==> src/rtl/sleof_pkg.sv <==
// Shared types and constants for the start/length/end frame receiver.
// Holds the parse phase, status codes, configuration and result types.
// No dependencies.
`default_nettype none
package sleof_pkg;

  localparam int unsigned LenWidth  = 16;
  localparam int unsigned FlenWidth = 17;

  // Header (start, type, two length bytes) plus trailer (four CRC bytes, end).
  localparam logic [FlenWidth-1:0] HDR_TRL_BYTES = 17'd9;
  localparam logic [LenWidth-1:0]  CRC_BYTES     = 16'd4;

  localparam logic [7:0]           START_BYTE_RESET = 8'd170;
  localparam logic [7:0]           END_BYTE_RESET   = 8'd187;
  localparam logic [FlenWidth-1:0] MAX_LEN_RESET    = 17'd1033;

  typedef enum logic [1:0] {
    REG_START_BYTE = 2'd0,
    REG_END_BYTE   = 2'd1,
    REG_MAX_LENGTH = 2'd2,
    REG_UNUSED     = 2'd3
  } reg_index_t;

  typedef enum logic [2:0] {
    PH_WAIT  = 3'd0,
    PH_TYPE  = 3'd1,
    PH_LENLO = 3'd2,
    PH_LENHI = 3'd3,
    PH_DATA  = 3'd4,
    PH_CRC   = 3'd5,
    PH_END   = 3'd6
  } phase_t;

  typedef enum logic [2:0] {
    ST_OK        = 3'd0,
    ST_BAD_START = 3'd1,
    ST_BAD_END   = 3'd2,
    ST_LINK      = 3'd3,
    ST_TOO_LONG  = 3'd4
  } status_t;

  typedef struct packed {
    logic [7:0]           start_byte;
    logic [7:0]           end_byte;
    logic [FlenWidth-1:0] max_frame_length;
  } cfg_t;

  typedef struct packed {
    logic                 kind;
    logic [7:0]           payload_byte;
    logic [LenWidth-1:0]  payload_index;
    logic [2:0]           status;
    logic [7:0]           frame_type;
    logic [LenWidth-1:0]  payload_length;
    logic [31:0]          crc_field;
    logic [FlenWidth-1:0] frame_length;
  } result_t;

endpackage
`default_nettype wire

==> src/rtl/sleof_step.sv <==
// Frame parser state and per-byte update for the frame receiver.
// Depends on sleof_pkg for the phase, status, configuration and result types.
`default_nettype none
module sleof_step (
  input  logic              clk,
  input  logic              rst,
  input  logic              step_en,
  input  logic [7:0]        rx_byte,
  input  logic              rx_error,
  input  sleof_pkg::cfg_t   cfg,
  output sleof_pkg::result_t res,
  output logic              res_valid
);
  import sleof_pkg::*;

  phase_t               phase, phase_next;
  logic [LenWidth-1:0]  byte_count, byte_count_next;
  logic [LenWidth-1:0]  length_seen, length_seen_next;
  logic [7:0]           type_seen, type_seen_next;
  logic [31:0]          crc_seen, crc_seen_next;
  logic                 oversize, oversize_next;

  logic                 do_end;
  status_t              end_status;
  logic [FlenWidth-1:0] end_flen;
  logic [LenWidth-1:0]  cnt_inc;
  logic [LenWidth-1:0]  len_full;

  always_ff @(posedge clk) begin
    if (rst) begin
      phase       <= PH_WAIT;
      byte_count  <= '0;
      length_seen <= '0;
      type_seen   <= '0;
      crc_seen    <= '0;
      oversize    <= 1'b0;
    end else if (step_en) begin
      phase       <= phase_next;
      byte_count  <= byte_count_next;
      length_seen <= length_seen_next;
      type_seen   <= type_seen_next;
      crc_seen    <= crc_seen_next;
      oversize    <= oversize_next;
    end
  end

  always_comb begin
    phase_next       = phase;
    byte_count_next  = byte_count;
    length_seen_next = length_seen;
    type_seen_next   = type_seen;
    crc_seen_next    = crc_seen;
    oversize_next    = oversize;
    do_end           = 1'b0;
    end_status       = ST_OK;
    end_flen         = '0;
    res_valid        = 1'b0;
    res              = '0;
    res.frame_type     = type_seen;
    res.payload_length = length_seen;
    cnt_inc          = byte_count + 16'd1;
    len_full         = {rx_byte, length_seen[7:0]};

    if (rx_error) begin
      do_end     = 1'b1;
      end_status = ST_LINK;
    end else begin
      unique case (phase)
        PH_WAIT: begin
          if (rx_byte != cfg.start_byte) begin
            do_end     = 1'b1;
            end_status = ST_BAD_START;
          end else begin
            phase_next = PH_TYPE;
          end
        end
        PH_TYPE: begin
          type_seen_next = rx_byte;
          phase_next     = PH_LENLO;
        end
        PH_LENLO: begin
          length_seen_next = {8'd0, rx_byte};
          phase_next       = PH_LENHI;
        end
        PH_LENHI: begin
          length_seen_next = len_full;
          oversize_next    = ({1'b0, len_full} + HDR_TRL_BYTES) > cfg.max_frame_length;
          byte_count_next  = '0;
          phase_next       = (len_full == '0) ? PH_CRC : PH_DATA;
        end
        PH_DATA: begin
          if (cnt_inc >= length_seen) begin
            byte_count_next = '0;
            phase_next      = PH_CRC;
          end else begin
            byte_count_next = cnt_inc;
          end
          if (!oversize) begin
            res_valid         = 1'b1;
            res.kind          = 1'b0;
            res.payload_byte  = rx_byte;
            res.payload_index = byte_count;
          end
        end
        PH_CRC: begin
          crc_seen_next = crc_seen | ({24'd0, rx_byte} << {byte_count[1:0], 3'b000});
          if (cnt_inc >= CRC_BYTES) begin
            byte_count_next = '0;
            phase_next      = PH_END;
          end else begin
            byte_count_next = cnt_inc;
          end
        end
        PH_END: begin
          do_end = 1'b1;
          if (rx_byte != cfg.end_byte) begin
            end_status = ST_BAD_END;
          end else if (oversize) begin
            end_status = ST_TOO_LONG;
          end else begin
            end_status = ST_OK;
            end_flen   = {1'b0, length_seen} + HDR_TRL_BYTES;
          end
        end
        default: begin
          phase_next       = PH_WAIT;
          byte_count_next  = '0;
          length_seen_next = '0;
          type_seen_next   = '0;
          crc_seen_next    = '0;
          oversize_next    = 1'b0;
        end
      endcase
    end

    if (do_end) begin
      res_valid        = 1'b1;
      res.kind         = 1'b1;
      res.status       = end_status;
      res.crc_field    = crc_seen;
      res.frame_length = end_flen;
      phase_next       = PH_WAIT;
      byte_count_next  = '0;
      length_seen_next = '0;
      type_seen_next   = '0;
      crc_seen_next    = '0;
      oversize_next    = 1'b0;
    end
  end

endmodule
`default_nettype wire

==> src/rtl/sof_length_eof_frame_receiver_top.sv <==
// Top level of the start/length/end frame receiver.
// Depends on sleof_pkg and sleof_step.
`default_nettype none
// Usage:
// Received bytes enter on the input channel (in_valid/in_ready, rx_byte,
// rx_error), one item per byte. Frames are start byte, type byte, 16-bit
// little-endian payload length, payload bytes, four CRC bytes and an end byte.
// Each payload byte leaves as a kind 0 item; a completed or aborted frame
// leaves as one kind 1 item with status, type, length, raw CRC and length.
// Bytes that produce no result (header, CRC, oversize payload) leave nothing.
// The block takes one byte per cycle while the output side does not stall. An
// accepted byte is held in the input register and its result is then loaded
// into the result register, which drives out_valid.
// The parser state and the result register sit behind one short update step,
// so there is no bubble between bytes.
// When the output side stalls, bytes that make no result keep flowing; a byte
// that makes a result waits in the input register and in_ready drops only
// once that register is also occupied.
// Reset (rst, synchronous) empties both registers, returns the parser to
// waiting for a start byte and loads the default configuration: start byte
// 170, end byte 187, largest frame length 1033. Configuration is written on
// cfg_we with cfg_index and cfg_data by the user only while the block is idle;
// the block does not enforce it; an index beyond the register list is ignored.
module sof_length_eof_frame_receiver_top (
  input  logic        clk,
  input  logic        rst,
  input  logic        cfg_we,
  input  logic [1:0]  cfg_index,
  input  logic [16:0] cfg_data,
  input  logic        in_valid,
  output logic        in_ready,
  input  logic [7:0]  rx_byte,
  input  logic        rx_error,
  output logic        out_valid,
  input  logic        out_ready,
  output logic        kind,
  output logic [7:0]  payload_byte,
  output logic [15:0] payload_index,
  output logic [2:0]  status,
  output logic [7:0]  frame_type,
  output logic [15:0] payload_length,
  output logic [31:0] crc_field,
  output logic [16:0] frame_length
);
  import sleof_pkg::*;

  cfg_t       cfg;
  logic       in_q_valid;
  logic [7:0] in_q_byte;
  logic       in_q_error;
  logic       advance;
  logic       in_take;
  result_t    step_res;
  logic       step_res_valid;
  result_t    out_q;

  // Configuration registers.
  always_ff @(posedge clk) begin
    if (rst) begin
      cfg.start_byte       <= START_BYTE_RESET;
      cfg.end_byte         <= END_BYTE_RESET;
      cfg.max_frame_length <= MAX_LEN_RESET;
    end else if (cfg_we) begin
      unique case (reg_index_t'(cfg_index))
        REG_START_BYTE: cfg.start_byte       <= cfg_data[7:0];
        REG_END_BYTE:   cfg.end_byte         <= cfg_data[7:0];
        REG_MAX_LENGTH: cfg.max_frame_length <= cfg_data;
        default: ;
      endcase
    end
  end

  // The held byte moves on when it makes no result or the result slot
  // is free or being emptied this cycle.
  assign advance  = in_q_valid && (!step_res_valid || !out_valid || out_ready);
  assign in_ready = !in_q_valid || advance;
  assign in_take  = in_valid && in_ready;

  always_ff @(posedge clk) begin
    if (rst) begin
      in_q_valid <= 1'b0;
    end else if (in_take) begin
      in_q_valid <= 1'b1;
    end else if (advance) begin
      in_q_valid <= 1'b0;
    end
  end

  always_ff @(posedge clk) begin
    if (in_take) begin
      in_q_byte  <= rx_byte;
      in_q_error <= rx_error;
    end
  end

  sleof_step u_step (
    .clk       (clk),
    .rst       (rst),
    .step_en   (advance),
    .rx_byte   (in_q_byte),
    .rx_error  (in_q_error),
    .cfg       (cfg),
    .res       (step_res),
    .res_valid (step_res_valid)
  );

  // Result register.
  always_ff @(posedge clk) begin
    if (rst) begin
      out_valid <= 1'b0;
    end else if (advance && step_res_valid) begin
      out_valid <= 1'b1;
    end else if (out_ready) begin
      out_valid <= 1'b0;
    end
  end

  always_ff @(posedge clk) begin
    if (advance && step_res_valid) begin
      out_q <= step_res;
    end
  end

  assign kind           = out_q.kind;
  assign payload_byte   = out_q.payload_byte;
  assign payload_index  = out_q.payload_index;
  assign status         = out_q.status;
  assign frame_type     = out_q.frame_type;
  assign payload_length = out_q.payload_length;
  assign crc_field      = out_q.crc_field;
  assign frame_length   = out_q.frame_length;

endmodule
`default_nettype wire
==> config.mk <==
export PLATFORM = sky130hd
export DESIGN_NAME = sof_length_eof_frame_receiver_top
export DESIGN_NICKNAME = d
export VERILOG_FILES = /design/src/rtl/sleof_pkg.sv /design/src/rtl/sleof_step.sv /design/src/rtl/sof_length_eof_frame_receiver_top.sv
export SDC_FILE = /design/constraint.sdc
export NUM_CORES = 1
export LEC_CHECK = 0
export ABC_AREA = 0
export ABC_CLOCK_PERIOD_IN_PS = 4900
export BUFFER_PORTS_ARGS = -buffer_cell sky130_fd_sc_hd__buf_2
export CAP_MARGIN = 20
export CORE_UTILIZATION = 57
export CTS_CLUSTER_SIZE = 16
export DETAILED_ROUTE_END_ITERATION = 6
export PLACE_DENSITY = 0.86
export SYNTH_ARGS = -nofsm -noshare
export SYNTH_HDL_FRONTEND = slang
export SYNTH_SLANG_ARGS = --single-unit
==> constraint.sdc <==
create_clock -name clk -period 4.9 [get_ports clk]
set_input_delay 0.49 -clock clk [delete_from_list [all_inputs] [get_ports clk]]
set_output_delay 0.49 -clock clk [all_outputs]
set_load 0.01 [all_outputs]
==> results of run 1 <==
-- flip-flops by register name (all words and copies together) (netlist names), 8 cells and up --
| name | flops |
|---|---|
| payload_byte | 8 |
| u_step.length_seen | 16 |
| u_step.type_seen | 8 |
| frame_type | 8 |
| u_step.crc_seen | 32 |
| payload_length | 16 |
| cfg | 33 |
| u_step.byte_count | 16 |
| payload_index | 16 |
| crc_field | 32 |
| in_q_byte | 8 |
| frame_length | 17 |
-- stage by stage --
step	util	setup slack (ps)	hold WS, ps
floorplan	-	392.7	408.2
global placement	0.6349	1016	420.3
detailed placement	0.6356	996.1	425.0
CTS	0.6822	1011	145.4
global route	0.6825	611.9	150.5
finish	0.6825	968.9	158.3
-- final timing paths --
path | slack, ps | cells past startpoint | startpoint | to
worst max-delay path | 970 | 12 | u_step.byte_count[0]$_SDFFE_PP0P_ | u_step.byte_count[5]$_SDFFE_PP0P_
worst min-delay path | 160 | 1 | rx_byte[1] | in_q_byte[1]$_DFFE_PP_
worst max register to register | 970 | 12 | u_step.byte_count[0]$_SDFFE_PP0P_ | u_step.byte_count[5]$_SDFFE_PP0P_
worst min register to register | 440 | 0 | u_step.length_seen[14]$_SDFFE_PP0P_ | payload_length[14]$_DFFE_PP_
-- cells by family after synthesis --
kind of cell / synth area share
DFF: 0.5643
adders and majority gates: 0.04601
and+or+nand+nor: 0.1908
AOI/OAI and AO/OA: 0.1063
xor gates and xnor gates: 0.04741
buffers and inverters: 0.03898
muxes: 0.006134
-- area by class of cell --
class	count	share of cell area
clock buffer	29	0.05609
inverter	43	0.01416
multi-input combinational	608	0.3415
sequential	221	0.4847
clock inverter	11	0.01218
timing repair buffer	146	0.06718
tap	220	0.02415
-- cells in the final DEF, fill, tap and decap left out, types with 6 or more instances in the layout --
| cell type | n |
|---|---|
| ha_1 | 36 |
| a21oi_1 | 60 |
| nor2b_1 | 10 |
| o21ai_0 | 11 |
| buf_4 | 8 |
| inv_1 | 42 |
| nor4_1 | 8 |
| mux2i_1 | 6 |
| xnor2_1 | 36 |
| dfxtp_1 | 111 |
| xor2_1 | 17 |
| nand2_1 | 89 |
| a211o_1 | 8 |
| nor3_1 | 7 |
| a31oi_1 | 8 |
| nand2b_1 | 6 |
| buf_2 | 136 |
| a22o_1 | 16 |
| nand3_1 | 21 |
| and2_1 | 60 |
| nand3b_1 | 13 |
| clkbuf_16 | 24 |
| a21o_1 | 10 |
| nand4_1 | 17 |
| a22oi_1 | 20 |
| nor2_1 | 95 |
| edfxtp_1 | 110 |
-- synthesized netlist by cell type (2+ instances only) --
| cell type | instances |
|---|---|
| and3_1 | 4 |
| buf_1 | 2 |
| or2_2 | 3 |
| o21ai_0 | 11 |
| nand4_1 | 17 |
| a22o_1 | 16 |
| mux2i_1 | 6 |
| o21ai_1 | 3 |
| o31ai_1 | 2 |
| nand2b_1 | 6 |
| and3b_1 | 2 |
| clkbuf_1 | 35 |
| buf_2 | 10 |
| a21o_1 | 10 |
| nor4_4 | 2 |
| nand3_1 | 21 |
| a211o_1 | 8 |
| inv_1 | 42 |
| xor2_1 | 17 |
| a21oi_1 | 60 |
| xnor2_1 | 36 |
| nor2b_1 | 10 |
| nor2_1 | 95 |
| ha_1 | 36 |
| nand2_1 | 89 |
| a31oi_1 | 8 |
| nor4b_1 | 2 |
| and4_1 | 4 |
| nor3_1 | 7 |
| a22oi_1 | 20 |
| o21a_1 | 3 |
| nand3b_1 | 13 |
| nor3b_1 | 3 |
| edfxtp_1 | 110 |
| buf_4 | 2 |
| dfxtp_1 | 111 |
| nor4_1 | 8 |
| o22ai_1 | 2 |
| and2_1 | 61 |
-- per-layer routing --
metal / share of wire / GRT usage
met1: 0.44 / 0.3529
met2: 0.47 / 0.4075
met3: 0.066 / 0.03257
met4: 0.023 / 0.08046
met5: 0 / 0
-- where the power goes --
part / internal [mW] / leakage [nW] / switching (mW) / total [mW]
Combinational: 0.0775 / 2.03 / 0.132 / 0.209
Clock: 1.08 / 0.382 / 0.691 / 1.77
Sequential: 1.99 / 1.96 / 0.0382 / 2.03
==> metrics.csv, run 1 <==
stage;metric;value;unit
outcome;status;completed;
floorplan;dieArea;17710;sq um
final_layout;instances_no_fill;1278;
global_route;grt_usage;0.2521;
timing;setup_viol;0;
final_layout;multiInputGateArea;3892;sq um
min_path;hp-class;in -> reg;
logic_synthesis;yosysTopAreaCell;edfxtp_1;
global_route;antenna_found_initial;0;
clocking;cts_tree;yes;
setup_path;worst-setup-path-type;reg -> reg;
global_route;first_global_vias;6592;
floorplan;die_w;133.1;um
floorplan;fp.coreArea;16700;sq um
final_layout;area_delta_synth_final;16.42;%
clocking;clockBufferDepth;3;
final_layout;num-nets-final;1111;
setup_path;cp_top_family;compound AO/OA/AOI/OAI gates;
global_route;grt_pass1_wl;35030;um
detailed_routing;avgRoutedWirePerCell;17.41;um
setup_path;worst_ep_required_time;5330;ps
global_route;grt_max_degree;71;
clocking;cts.sinks;221;
clocking;htree_num_levels;1;
detailed_routing;drc;0;
floorplan;start_util;0.5862;
clocking;clockRootBuffer;clkbuf_16;
timing;fin_tns_setup;0;ps
clocking;ctsHoldBuffers;0;
detailed_routing;drtIter0Drc;696;
setup_path;slowest_delay;610;ps
final_layout;final_area;11400;sq um
logic_synthesis;synthesis.area;9791;sq um
detailed_routing;antenna_left;0;
timing;rsz0062_at_grt;false;
logic_synthesis;synth_edf_count;110;
clocking;cts-resized-gates;0;
setup_path;crit_fanout;14;
flow_run;drv_cap;0;
final_layout;n_antenna_cell;0;
floorplan;die_h;133.1;um
final_layout;layout-drive-gt1-share;0.1900;
power_and_ir_drop;p_total;4.008;mW
logic_synthesis;syn-num-nets;992;
placed_design;placed_area;10620;sq um
placed_design;place_inst;1237;
detailed_routing;wl;22250;um
logic_synthesis;yosysWarnings;0;
logic_synthesis;synth-async-reset-ratio;0;
logic_synthesis;netlist_instances;923;
logic_synthesis;synth.distinct_cells;65;
logic_synthesis;synthTopCellsByArea;edfxtp_1 (34%), dfxtp_1 (23%), ha_1 (4.6%);
setup_path;endpoint_kind;flop;
power_and_ir_drop;p_leak;4.373;nW
clocking;path_clk_slew;60;ps
logic_synthesis;yosys.area.top_type_share;0.3374;
global_route;grt_overflow;0;
setup_path;start_kind;flop;
floorplan;num_rows;47;
logic_synthesis;ys_seq_area_frac;0.5643;
setup_path;critical_path_buf_inv_count;0;
clocking;clk_latency;510;ps
timing;fmax;254.4;MHz
floorplan;io_pins;136;
power_and_ir_drop;power_density;351.6;nW/um^2
placed_design;io_buffers;135;
timing;finalHoldViolations;0;
placed_design;place_congestion;0.8804;
timing;period_share;0.8023;
final_layout;n_fill_cell;1261;
power_and_ir_drop;max-vdd-ir-drop;0.2501;mV
final_layout;seq_area;5525;sq um
clocking;post-cts-setup-buffer-count;0;
detailed_routing;vias;7229;
detailed_routing;routed_via_density;5.656;
detailed_routing;firstDrtPassIters;5;
timing;slew_headroom;0.4642;
setup_path;crit_path_top_delay_cell;dfxtp_1;
timing;finClkSkew;19.68;ps
logic_synthesis;synth_ff_type;dfxtp_1;
logic_synthesis;syn_avg_cell_area;10.61;sq um
timing;maxSlewViolCount;0;
logic_synthesis;ys_ff_latch;221;
timing;worst_pin_slew;803.8;ps
setup_path;arrival;4360;ps
setup_path;cp_cell_sequence;and4_1 -> nand2_1 -> nor3_1 -> xnor2_1 -> ha_1 -> a21o_1 -> a21o_1 -> a2111oi_0 -> o21ai_0 -> a21oi_2 -> o21ai_0 -> a21oi_1;
placed_design;dp_hpwl;15140;um
clocking;cts_buffers;22;
timing;min_period;3931;ps
Note: power is estimated with default switching activity, not from simulation.
==> run 2: changes to the inputs <==
Settings changed: ABC_CLOCK_PERIOD_IN_PS 4900 to 4000.
Clock period 4.9 ns to 4 ns, I/O delays scaled along.
==> run 2 against run 1 <==
Effect of this change:
- wire length down 1.7%
- largest cell class unchanged
- non-clock buffer count up 16
- hold slack worse by 79 ps
- combinational power up 34%
- highest routed layer unchanged
==> metrics.csv, run 2 (same netlist as run 1, synthesis figures left out) <==
stage;metric;value;unit;change
outcome;status;completed;;unchanged
detailed_routing;avgRoutedWirePerCell;16.89;um;was 17.41 um
timing;whs;79.52;ps;was 158.3 ps
placed_design;dp_hpwl;15160;um;was 15,140 um
final_layout;layout-drive-gt1-share;0.1993;;was 0.1900
setup_path;crit_fanout;9;;was 14
setup_path;endpoint_kind;flop;;unchanged
timing;period_share;0.9042;;was 0.8023
floorplan;die_h;133.1;um;unchanged
final_layout;final_common_cell;buf_2;;unchanged
clocking;cts-resized-gates;0;;unchanged
min_path;hp-class;in -> reg;;unchanged
detailed_routing;drc;0;;unchanged
timing;slew_headroom;0.4095;;was 0.4642
clocking;cts.sinks;221;;unchanged
final_layout;top_register;cfg;;unchanged
setup_path;crit_path_top_delay_cell;dfxtp_1;;unchanged
setup_path;worst_ep_required_time;4420;ps;was 5330 ps
floorplan;fp.coreArea;16700;sq um;unchanged
global_route;antenna_found_initial;0;;unchanged
placed_design;place_congestion;0.9049;;was 0.8804
placed_design;io_buffers;135;;unchanged
global_route;first_global_vias;6812;;was 6,592
detailed_routing;wl;21860;um;was 22,250 um
timing;finClkSkew;13.64;ps;was 19.68 ps
timing;finalHoldViolations;0;;unchanged
clocking;clockRootBuffer;clkbuf_16;;unchanged
final_layout;largest_reg_flops;33;;unchanged
global_route;grt_usage;0.2499;;was 0.2521
power_and_ir_drop;p_leak;4.445;nW;was 4.373 nW
flow_run;drv_cap;0;;unchanged
clocking;cts_buffers;22;;unchanged
setup_path;slowest_delay;590;ps;was 610 ps
clocking;path_clk_slew;70;ps;was 60 ps
setup_path;worst-setup-path-type;reg -> reg;;unchanged
global_route;grt_overflow;0;;unchanged
floorplan;start_util;0.5862;;unchanged
floorplan;die_w;133.1;um;unchanged
power_and_ir_drop;max-vdd-ir-drop;0.3102;mV;was 0.2501 mV
floorplan;dieArea;17710;sq um;unchanged
clocking;htree_num_levels;1;;unchanged
timing;setup_viol;0;;unchanged
timing;maxSlewViolCount;0;;unchanged
detailed_routing;firstDrtPassIters;7;;was 5
global_route;grt_max_degree;84;;was 71
final_layout;final_cell_mix;buf_2 (136), dfxtp_1 (111), edfxtp_1 (110);;unchanged
detailed_routing;antenna_left;0;;unchanged
final_layout;num-nets-final;1127;;was 1,111
setup_path;start_kind;flop;;unchanged
timing;min_period;3617;ps;was 3931 ps
timing;fmax;276.5;MHz;was 254.4 MHz
floorplan;num_rows;47;;unchanged
setup_path;arrival;4040;ps;was 4360 ps
final_layout;area_delta_synth_final;17.58;%;was 16.42%
final_layout;n_antenna_cell;0;;unchanged
detailed_routing;routed_via_density;5.636;;was 5.656
clocking;clk_latency;500;ps;was 510 ps
clocking;ctsHoldBuffers;0;;unchanged
timing;fin_tns_setup;0;ps;unchanged
detailed_routing;vias;7293;;was 7,229
global_route;grt_pass1_wl;35090;um;was 35,030 um
timing;rsz0062_at_grt;false;;unchanged
timing;worst_pin_slew;877.6;ps;was 803.8 ps
power_and_ir_drop;power_density;422.5;nW/um^2;was 351.6 nW/um^2
clocking;clockBufferDepth;3;;unchanged
detailed_routing;drtIter0Drc;722;;was 696
clocking;cts_tree;yes;;unchanged
floorplan;io_pins;136;;unchanged
setup_path;cp_cell_sequence;ha_1 -> nand4_2 -> nor3_2 -> xor2_1 -> ha_1 -> a21o_1 -> a21o_1 -> a2111oi_0 -> o21ai_0 -> a21oi_2 -> buf_4 -> a22oi_1 -> nor2_1;;was and4_1 -> nand2_1 -> nor3_1 -> xnor2_1 -> ha_1 -> a21o_1 -> a21o_1 -> a2111oi_0 -> o21ai_0 -> a21oi_2 -> o21ai_0 -> a21oi_1
clocking;post-cts-setup-buffer-count;0;;unchanged
## run 2: cell count changes in the layout (fill, tap and decap cells not counted), sizes merged
cell,delta
buf,+17
bufinv,-1
clkbuf,+1
clkinv,-1
## run 2: area by class of cell
cell class,count,area [sq um]
tap,220,275.3
timing repair buffer,162,900.9
sequential,221,5525
fill,1260,5189
inverter,43,161.4
clock buffer,31,658.1
clock inverter,9,98.84
multi-input combinational,608,3892
## run 2: where the power goes
group	total (mW)	switching [mW]	internal, mW
clock	2.12	0.836	1.28
combinational	0.281	0.177	0.104
sequential	2.47	0.0308	2.44
## run 2: path summary, 6_finish.rpt
check / from / to / slack (ps) / depth (start not counted)
max: u_step.byte_count[1]$_SDFFE_PP0P_ / u_step.byte_count[8]$_SDFFE_PP0P_ / 380 / 13
min: rx_byte[7] / in_q_byte[7]$_DFFE_PP_ / 80 / 1
max reg2reg: u_step.byte_count[1]$_SDFFE_PP0P_ / u_step.byte_count[8]$_SDFFE_PP0P_ / 380 / 13
min reg2reg: u_step.type_seen[7]$_SDFFE_PP0P_ / frame_type[7]$_DFFE_PP_ / 440 / 0
## run 2: stage by stage
stage | cell area (sq um) | cells | utilization | total power [mW] | setup slack [ps]
floorplan | 9792 | 923 | - | 2.683 | 602.8
global placement | 10740 | 1252 | 0.6432 | 2.789 | 361.2
detailed placement | 10750 | 1253 | 0.6435 | 2.796 | 303.9
CTS | 11500 | 1293 | 0.6889 | 4.893 | 244.2
global route | 11510 | 1294 | 0.6893 | 5.013 | 75.11
finish | 11510 | 1294 | 0.6893 | 4.864 | 383.4
## run 2: metal layers
layer | share of wire | vias to the layer above | global-route usage | routed length [um]
met5 | 0 | - | 0 | 0
met4 | 0.035 | 0 | 0.1034 | 767
met3 | 0.071 | 66 | 0.03103 | 1550
met2 | 0.46 | 352 | 0.3970 | 10040
met1 | 0.43 | 3372 | 0.3474 | 9497
li1 | - | 3503 | - | -
## run 2: critical path, delay by kind of cell, from the launching register on
kind | cells | cell delay, ps
adder cells (fa/ha/maj) | 2 | 560
buffers and inverters | 1 | 200
flip-flops | 1 | 590
AND/OR/NAND/NOR | 3 | 670
XOR/XNOR | 1 | 130
AO/OA/AOI/OAI | 6 | 1370
==> run 3: changes to the inputs <==
Settings changed: CORE_UTILIZATION 57 to 40, PLACE_DENSITY 0.86 to 0.66.
==> run 3 against run 2 <==
Effect of this change:
- die area rose by 42%
- sequential share of layout area fell by 0.52 points
- count of clock-buffer cells in the layout fell by 2
- hold slack got worse by 19 ps
- utilization fell by 20 points
- highest routed layer unchanged
==> metrics.csv, run 3 (same netlist as run 1, synthesis figures left out) <==
stage;metric;value;unit;change
outcome;status;completed;;unchanged
clocking;clockBufferDepth;3;;unchanged
detailed_routing;drc;0;;unchanged
timing;maxSlewViolCount;0;;unchanged
global_route;grt_pass1_wl;36630;um;was 35,090 um
clocking;cts_buffers;24;;was 22
timing;worst_pin_slew;861.2;ps;was 877.6 ps
final_layout;final_cell_mix;buf_2 (135), dfxtp_1 (110), edfxtp_1 (110);;was buf_2 (136), dfxtp_1 (111), edfxtp_1 (110)
global_route;grt_max_degree;84;;unchanged
floorplan;dieArea;25110;sq um;was 17,710 sq um
clocking;clockRootBuffer;clkbuf_16;;unchanged
timing;finClkSkew;13.33;ps;was 13.64 ps
timing;finalHoldViolations;0;;unchanged
setup_path;slowest_delay;490;ps;was 590 ps
power_and_ir_drop;p_leak;4.442;nW;was 4.445 nW
floorplan;start_util;0.4122;;was 0.5862
final_layout;num-nets-final;1130;;was 1,127
final_layout;n_fill_cell;2196;;was 1,260
setup_path;start_kind;flop;;unchanged
timing;slew_headroom;0.4258;;was 0.4095
placed_design;io_buffers;135;;unchanged
floorplan;num_rows;56;;was 47
detailed_routing;vias;7098;;was 7,293
setup_path;worst_ep_required_time;4440;ps;was 4420 ps
final_layout;top_register;cfg;;unchanged
clocking;cts_tree;yes;;unchanged
final_layout;largest_reg_flops;33;;unchanged
final_layout;layout-drive-gt1-share;0.2048;;was 0.1993
min_path;hp-class;in -> reg;;unchanged
global_route;first_global_vias;6771;;was 6,812
timing;setup_viol;0;;unchanged
flow_run;drv_cap;0;;unchanged
timing;rsz0062_at_grt;false;;unchanged
clocking;clk_latency;510;ps;was 500 ps
clocking;cts.sinks;221;;unchanged
setup_path;worst-setup-path-type;reg -> reg;;unchanged
setup_path;cp_cell_sequence;and4_1 -> nand2_1 -> nor3_1 -> xnor2_1 -> ha_1 -> a21o_1 -> a21o_1 -> a2111oi_0 -> o21ai_0 -> a21oi_2 -> buf_4 -> a22oi_1 -> nor2_1;;was ha_1 -> nand4_2 -> nor3_2 -> xor2_1 -> ha_1 -> a21o_1 -> a21o_1 -> a2111oi_0 -> o21ai_0 -> a21oi_2 -> buf_4 -> a22oi_1 -> nor2_1
placed_design;dp_hpwl;16070;um;was 15,160 um
timing;whs;60.34;ps;was 79.52 ps
timing;fin_tns_setup;0;ps;unchanged
power_and_ir_drop;p_total;4.814;mW;was 4.864 mW
setup_path;endpoint_kind;flop;;unchanged
detailed_routing;firstDrtPassIters;5;;was 7
detailed_routing;avgRoutedWirePerCell;16.55;um;was 16.89 um
global_route;grt_overflow;0;;unchanged
final_layout;seq_area;5527;sq um;was 5525 sq um
floorplan;io_pins;136;;unchanged
floorplan;fp.coreArea;23750;sq um;was 16,700 sq um
power_and_ir_drop;max-vdd-ir-drop;0.2331;mV;was 0.3102 mV
timing;fmax;284.1;MHz;was 276.5 MHz
detailed_routing;drtIter0Drc;570;;was 722
setup_path;crit_path_top_delay_cell;dfxtp_1;;unchanged
clocking;post-cts-setup-buffer-count;0;;unchanged
placed_design;place_congestion;0.8409;;was 0.9049
floorplan;die_w;158.5;um;was 133.1 um
detailed_routing;routed_via_density;5.074;;was 5.636
setup_path;crit_fanout;9;;unchanged
timing;period_share;0.8799;;was 0.9042
detailed_routing;wl;23160;um;was 21,860 um
floorplan;die_h;158.5;um;was 133.1 um
detailed_routing;antenna_left;0;;unchanged
timing;min_period;3520;ps;was 3617 ps
clocking;path_clk_slew;60;ps;was 70 ps
final_layout;multiInputGateArea;3896;sq um;was 3892 sq um
global_route;grt_usage;0.1884;;was 0.2499
final_layout;final_common_cell;buf_2;;unchanged
final_layout;area_delta_synth_final;18.89;%;was 17.58%
global_route;antenna_found_initial;0;;unchanged
setup_path;arrival;3960;ps;was 4040 ps
setup_path;cp_common_cell;a21o_1;;
power_and_ir_drop;power_density;413.6;nW/um^2;was 422.5 nW/um^2
clocking;htree_num_levels;1;;unchanged
[run 3: area by class of cell]
cell class | count | share of cell area
Antenna cell | 1 | 0.0002150
Clock buffer | 29 | 0.05590
Clock inverter | 15 | 0.007739
Inverter | 43 | 0.01387
Multi-Input combinational cell | 608 | 0.3347
Sequential cell | 221 | 0.4748
Tap cell | 319 | 0.03429
Timing Repair Buffer | 163 | 0.07847
[run 3: path summary, 6_finish.rpt]
kind                            slack (ps)                         startpoint  cells after the start                                 end
worst max register to register         480  u_step.byte_count[2]$_SDFFE_PP0P_                     13  u_step.byte_count[10]$_SDFFE_PP0P_
worst min register to register         440   u_step.type_seen[4]$_SDFFE_PP0P_                      0             frame_type[4]$_DFFE_PP_
worst max-delay path                   480  u_step.byte_count[2]$_SDFFE_PP0P_                     13  u_step.byte_count[10]$_SDFFE_PP0P_
worst min-delay path                    60                         rx_byte[5]                      1              in_q_byte[5]$_DFFE_PP_
[run 3: power by group]
part / switching (mW) / internal [mW] / leakage (nW)
registers: 0.0290 / 2.44 / 1.96
logic: 0.181 / 0.105 / 2.12
clock network: 0.897 / 1.17 / 0.362
[run 3: repair_timing]
action / in CTS / in global routing
setup endpoints to repair: 0 / 3
resized for setup: 0 / 1
hold buffers: 0 / 0
[run 3: routing by layer]
layer  part of all wire  wire (um)  track usage  vias up
li1                   -          -            -     3507
met2               0.45      10370       0.3010      222
met1               0.48      11180       0.2656     3341
met5                  0          0            0        -
met3              0.055       1263      0.03157       28
met4              0.015        349      0.04396        0
[run 3: worst max-delay path, delay by kind of cell, from the launching register on]
family,cells,cell delay [ps]
AO/OA/AOI/OAI,6,1450
XOR/XNOR,1,190
adder cells (fa/ha/maj),1,290
buffers and inverters,1,230
flip-flops,1,490
AND/OR/NAND/NOR,4,810
[run 3: per-stage QoR]
stage,std cells,cell area [sq um],worst slack [ps],util
after global placement,1353,10890,448.1,0.4583
after detailed placement,1354,10900,408.5,0.4587
after global routing,1398,11640,146.6,0.4899
after floorplan,923,9792,602.8,-
after CTS,1398,11640,374.8,0.4899
final,1399,11640,480.4,0.4900
